**config.mk**
```make
export PLATFORM = sky130hd
export DESIGN_NAME = pufrl_ctrl
export DESIGN_NICKNAME = d
export VERILOG_FILES = /design/src/sv/per_user_flood_rate_limiter_defines.svh /design/src/sv/pufrl_pkg.sv /design/src/sv/pufrl_ctrl.sv
export SDC_FILE = /design/constraint.sdc
export NUM_CORES = 1
export LEC_CHECK = 0
export BUFFER_PORTS_ARGS = -buffer_cell sky130_fd_sc_hd__buf_4
export CAP_MARGIN = 20
export CORE_AREA = 2 2 39 41
export CTS_CLUSTER_DIAMETER = 50
export DETAILED_ROUTE_END_ITERATION = 12
export DIE_AREA = 0 0 41 43
export PLACE_DENSITY_LB_ADDON = 0.25
export SYNTH_ARGS = -nofsm -noshare
export SYNTH_HDL_FRONTEND = slang
export SYNTH_SLANG_ARGS = --single-unit
```
**constraint.sdc**
```tcl
create_clock -name clk -period 1.7 [get_ports clk]
set_input_delay 0.17 -clock clk [delete_from_list [all_inputs] [get_ports clk]]
set_output_delay 0.17 -clock clk [all_outputs]
set_load 0.02 [all_outputs]
```
**src/sv/per_user_flood_rate_limiter_defines.svh**
```systemverilog
// Assertion macros used by the flood rate limiter top level.
`ifndef PER_USER_FLOOD_RATE_LIMITER_DEFINES_SVH
`define PER_USER_FLOOD_RATE_LIMITER_DEFINES_SVH

`ifndef SYNTHESIS

// The consequent must hold in the same cycle as the antecedent.
`define PUFRL_ASSERT_NOW(lbl, clk, rst, ante, cons, msg) \
  lbl: assert property (@(posedge clk) disable iff (rst) (ante) |-> (cons)) else $error(msg);

// The consequent must hold in the cycle after the antecedent.
`define PUFRL_ASSERT_NEXT(lbl, clk, rst, ante, cons, msg) \
  lbl: assert property (@(posedge clk) disable iff (rst) (ante) |=> (cons)) else $error(msg);

`else

`define PUFRL_ASSERT_NOW(lbl, clk, rst, ante, cons, msg)
`define PUFRL_ASSERT_NEXT(lbl, clk, rst, ante, cons, msg)

`endif

`endif

```
**src/sv/pufrl_pkg.sv**
```systemverilog
// Shared types and constants of the per-user flood rate limiter.
package pufrl_pkg;

  localparam logic [1:0] OP_MESSAGE = 2'd0;
  localparam logic [1:0] OP_PART    = 2'd1;
  localparam logic [1:0] OP_CLEAR   = 2'd2;

  localparam logic [1:0] REG_ENABLE      = 2'd0;
  localparam logic [1:0] REG_PENALTY     = 2'd1;
  localparam logic [1:0] REG_MAX_SCORE   = 2'd2;
  localparam logic [1:0] REG_ACTION_KIND = 2'd3;

  localparam logic [1:0] KIND_UNUSED = 2'd3;

  localparam logic [1:0] ACT_NONE = 2'd0;

  localparam logic [23:0] PENALTY_RESET   = 24'd1000;
  localparam logic [23:0] MAX_SCORE_RESET = 24'd2000;

  // floor(x / 5) = (x * RECIP_FIVE) >> RECIP_SHIFT, exact for x below 2^28.
  localparam int unsigned RECIP_SHIFT = 30;
  localparam logic [27:0] RECIP_FIVE  = 28'd214748365;

  typedef struct packed {
    logic capture;
    logic lookup;
    logic scale;
    logic commit;
  } cmd_t;

  typedef struct packed {
    logic out_free;
  } status_t;

endpackage

```
**src/sv/pufrl_ctrl.sv**
```systemverilog
// Controller state machine that sequences one transaction through the datapath.
module pufrl_ctrl (
  input  logic              clk,
  input  logic              rst,
  input  logic              in_valid,
  output logic              in_ready,
  input  pufrl_pkg::status_t status,
  output pufrl_pkg::cmd_t    cmd
);

  typedef enum logic [1:0] {
    ST_IDLE,
    ST_LOOKUP,
    ST_SCALE,
    ST_COMMIT
  } state_t;

  state_t state;

  assign in_ready    = (state == ST_IDLE);
  assign cmd.capture = in_valid && (state == ST_IDLE);
  assign cmd.lookup  = (state == ST_LOOKUP);
  assign cmd.scale   = (state == ST_SCALE);
  assign cmd.commit  = (state == ST_COMMIT) && status.out_free;

  always_ff @(posedge clk) begin
    if (rst) begin
      state <= ST_IDLE;
    end else begin
      case (state)
        ST_IDLE: begin
          if (in_valid) begin
            state <= ST_LOOKUP;
          end
        end
        ST_LOOKUP: begin
          state <= ST_SCALE;
        end
        ST_SCALE: begin
          state <= ST_COMMIT;
        end
        ST_COMMIT: begin
          if (status.out_free) begin
            state <= ST_IDLE;
          end
        end
        default: begin
          state <= ST_IDLE;
        end
      endcase
    end
  end

endmodule

```
### Yosys cells after proc, flatten, opt, wreduce, memory -nomap -nowiden

Index checks and enable logic that the tools add are counted.
Widths: inputs -> output; s select.

| storage, ports and cells | value |
|---|---|
| bits in registers | 2 |
| input port bits | 4 |
| output and inout port bits | 5 |
| word-level logic and storage cells | 13 |

| cells by class | value |
|---|---|
| eq/ne operators | 5 |
| mux-type cells | 3 |
| reduce and logical (&&, ||, !) cells | 4 |

Operators with widths:

| operator | count |
|---|---|
| $pmux 2 s4 | 1 |
| $eq 2x2->1 const B | 2 |
| $mux 2 | 2 |
| $ne 2x2->1 const B | 2 |
| $eq 2x1->1 const B | 1 |
| $logic_and 1x1->1 | 2 |
| $logic_not 2->1 | 1 |
| $reduce_and 2->1 | 1 |

### Longest topological paths before layout

| depth | value |
|---|---|
| depth after elaboration | 3 |
| gate-level depth with buffers | 4 |
| mapped depth without buffers | 4 |

### Least setup slack after synthesis

No wires, ideal clock.

| timing path | value |
|---|---|
| path type | register to register |
| start | reg state[0] |
| end | reg state[0] |
| setup time | 0.116 ns |
| arrival | 1.202 ns |
| required time | 1.584 ns |
| setup slack | 0.382 ns |
| cell stages (with the launch flop) | 5 |
| path buffers | 0 |
| period minus slack after synthesis | 1.318 ns |
| cells stage by stage | dfxtp_1 > inv_1 > ha_1 > or3_1 > o211a_1 |

| between the ends | value |
|---|---|
| word-level cells in the longest chain between the ends | 3 |
| elaborated cells on any way between the ends | 8 |
| those cells by class | eq/ne: 5; mux: 1; reduce/logical: 2 |

RTL lines:

| what | line | text |
|---|---|---|
| start: declaration | pufrl_ctrl.sv:18 | `state_t state;` |
| start signal: assignment | pufrl_ctrl.sv:28 | `state <= ST_IDLE;` |
| start signal: assignment | pufrl_ctrl.sv:33 | `state <= ST_LOOKUP;` |
| start signal: assignment | pufrl_ctrl.sv:37 | `state <= ST_SCALE;` |
| $logic_not 2->1 * | - |  |
| net in_ready | pufrl_ctrl.sv:6 | `output logic in_ready,` |
| $ne 2x2->1 (no source line) | - |  |
| $reduce_and 2->1 (no source line) | - |  |

Mark *: on every way through the listed nets, which the timed path passes. The rest lies on a longest branch.
A chain may end at the register's enable or synchronous reset.

==> results.toml <==
[yosys]
synthesis.nets = 27
ys_warn_count = 0
netlist_area_um2 = 171
synth_area_leaders = "ha_1 (29%), dfxtp_1 (23%), inv_1 (8.8%), nor2b_4 (8.0%), mux2i_1 (5.8%)"
ys_ff_latch = 2
synth_compound_area_share_pct = 8.76
synth_top_family_by_area = "adder cells"
synthMuxAreaShare_pct = 5.84
ys_seq_area_share_pct = 23.4
synthArstFlopShare_pct = 0
synth_xor_area_share_pct = 0
avgSynthCellArea_um2 = 9.02
synthDistinctLibCells = 11
synthAdderAreaFrac_pct = 29.2
yosys.area_share.simple_pct = 24.1
syn_inst = 19
yosys.area.top_type_share_pct = 29.2
synth-main-ff-cell = "dfxtp_1"
synth_top_area_cell = "ha_1"
synth_edf_count = 0
ys_top_cells_by_count = "ha_1 (4), inv_1 (4), dfxtp_1 (2), nand2_1 (2)"

[die]
die-area_um2 = 1760
die_y_um = 43
row_count = 14
io_pins = 9
start_util_pct = 12.4
core-area_um2 = 1380
die_w_um = 41

[run]
maxCapViolations = 0

[clock_tree]
numCtsBuffers = 3
clkLatencyLatePin_ns = 0.23
clockBufferDepth = 2
cts_tree = "yes"
path_clk_slew_ns = 0.03
htreeDepth = 1
ctsResizeCount = 0
post_cts_buffers = 0
hold_buffers = 0
cts_sinks = 2
cts_root_buf = "clkbuf_4"

[grt]
grt_max_degree = 5
antenna_found_initial = 0
grt_overflow = 0
grt_usage_pct = 5.71
grt-busiest-layer = "met3"
grt_pass1_vias = 156
grtUsageMet3_pct = 7.85
use_met1_pct = 4.78
met2_usage_pct = 6.56
grt_pass1_wl_um = 572

[power_and_ir_drop]
p_seq_share_pct = 20.2
leakage_nw = 0.149
p_sw_mw = 0.163
ir_drop_mv = 0.287
power_frac_clock_pct = 25.9
p_comb_share_pct = 54.0
power_density_nw_per_um2 = 1490
switching_share_pct = 39.7
intPower_mw = 0.247

[sta]
slew_violations = 0
fin_setup_tns_ns = 0
grt_setup_unrepaired = "false"
fmax_mhz = 721
hold_viol = 0
finalCriticalPeriod_ns = 1.39
hold_ws_ns = 0.219
slew_headroom_pct = 85.0
clock_skew_ns = 0.00380
worstMarginPinSlew_ns = 0.226
final-setup-viol-count = 0
finalCritPeriodShare_pct = 81.6

[drt]
viasPerCell = 3.63
vias = 167
drtAntennaViolNets = 0
drtIter0Drc = 3
drcViolationCount = 0
post_drt_wl_per_cell_um = 7.28
dr.pass1.iters = 2
wl_um = 335

[worst_setup_path]
path_class = "reg -> out"
r2r-start = "state[0]$_SDFFE_PP0P_"
worstSetupStartpointType = "register"
required_ns = 1.53
end_kind = "output port"
crit_arrival_ns = 1.22
cp_max_fo = 4
startpoint = "state[0]$_SDFFE_PP0P_"

[finish]
largest_register_ffs = 2
insertedDiodeCount = 0
drive_gt1_share_pct = 43.3
top_regs = "state (2)"
max_flop_register = "state"
nets = 40
fillers = 156
finish.utilization_pct = 19.8
stdcell_count = 46
area_growth_pct = 59.9

[place]
place_inst = 43
dp_hpwl_um = 282
place_congestion = 0.585
io_buffers = 8

[run_status]
outcome = "completed"

[hold_path]
hold_path.class = "in -> reg"
min_from = "rst"
[path summary, 6_finish.rpt]
| path | slack (ns) | cells after the start | endpoint |
|---|---|---|---|
| max | 0.31 | 4 | cmd[3] |
| min | 0.22 | 3 | state[0]$_SDFFE_PP0P_ |
| max reg2reg | 0.40 | 4 | state[0]$_SDFFE_PP0P_ |
| min reg2reg | 0.50 | 2 | state[1]$_SDFFE_PP0P_ |
[area by class of cell]
class,count,area (um2),share of cell area (%)
clock buffer,3,22.5,8.22
inverter,4,15.0,5.48
multi-input combinational,13,116,42.5
sequential,2,40.0,14.6
tap,16,20.0,7.31
timing repair buffer,8,60.1,21.9
[power groups by stage]
stage	Clock [mW]	Combinational [mW]	Sequential (mW)
3_3_place_gp	0	0.219	0.0838
5_1_grt	0.122	0.246	0.0853
2_1_floorplan	0	0.152	0.0792
3_5_place_dp	0	0.223	0.0834
4_1_cts	0.114	0.224	0.0828
6_report	0.106	0.221	0.0826
[worst max-delay path: stages, from the launching register on]
cell and delay, ns:
dfxtp_1 0.37, inv_1 0.08, ha_1 0.24, and2_1 0.15, buf_4 0.15
[through the flow]
step	worst slack (ns)	power (mW)	cell area [um2]
detailed placement	0.407	0.306	251
global placement	0.435	0.303	251
floorplan	0.382	0.231	171
finish	0.312	0.409	274
CTS	0.298	0.421	274
global route	0.237	0.453	274
[metal layers]
metal / part of all wire (%) / vias to the layer above / wire length [um]
li1: - / 83 / -
met1: 42 / 74 / 142
met2: 39 / 10 / 131
met3: 18 / 0 / 61
met4: 0 / 0 / 0
met5: 0 / - / 0
[cells in the final DEF (no fill, tap or decap)]
cell / netlist / final
dfxtp_1: 2 / 2
nand2_1: 2 / 2
a21oi_1: 1 / 1
nor2b_4: 1 / 1
ha_1: 4 / 4
and2_2: 1 / 1
or3_1: 1 / 1
o211a_1: 1 / 1
buf_4: 0 / 8
and2_1: 1 / 1
mux2i_1: 1 / 1
inv_1: 4 / 4
clkbuf_4: 0 / 3
[kinds of logic (layout without fill, tap and decap cells)]
| kind of cell | count (synthesis) | after routing |
|---|---|---|
| compound gates | 2 | 2 |
| fa+ha+maj | 4 | 4 |
| buf+inv | 4 | 15 |
| flops | 2 | 2 |
| mux | 1 | 1 |
| simple gates | 6 | 6 |
(Power assumes the default switching activity.)
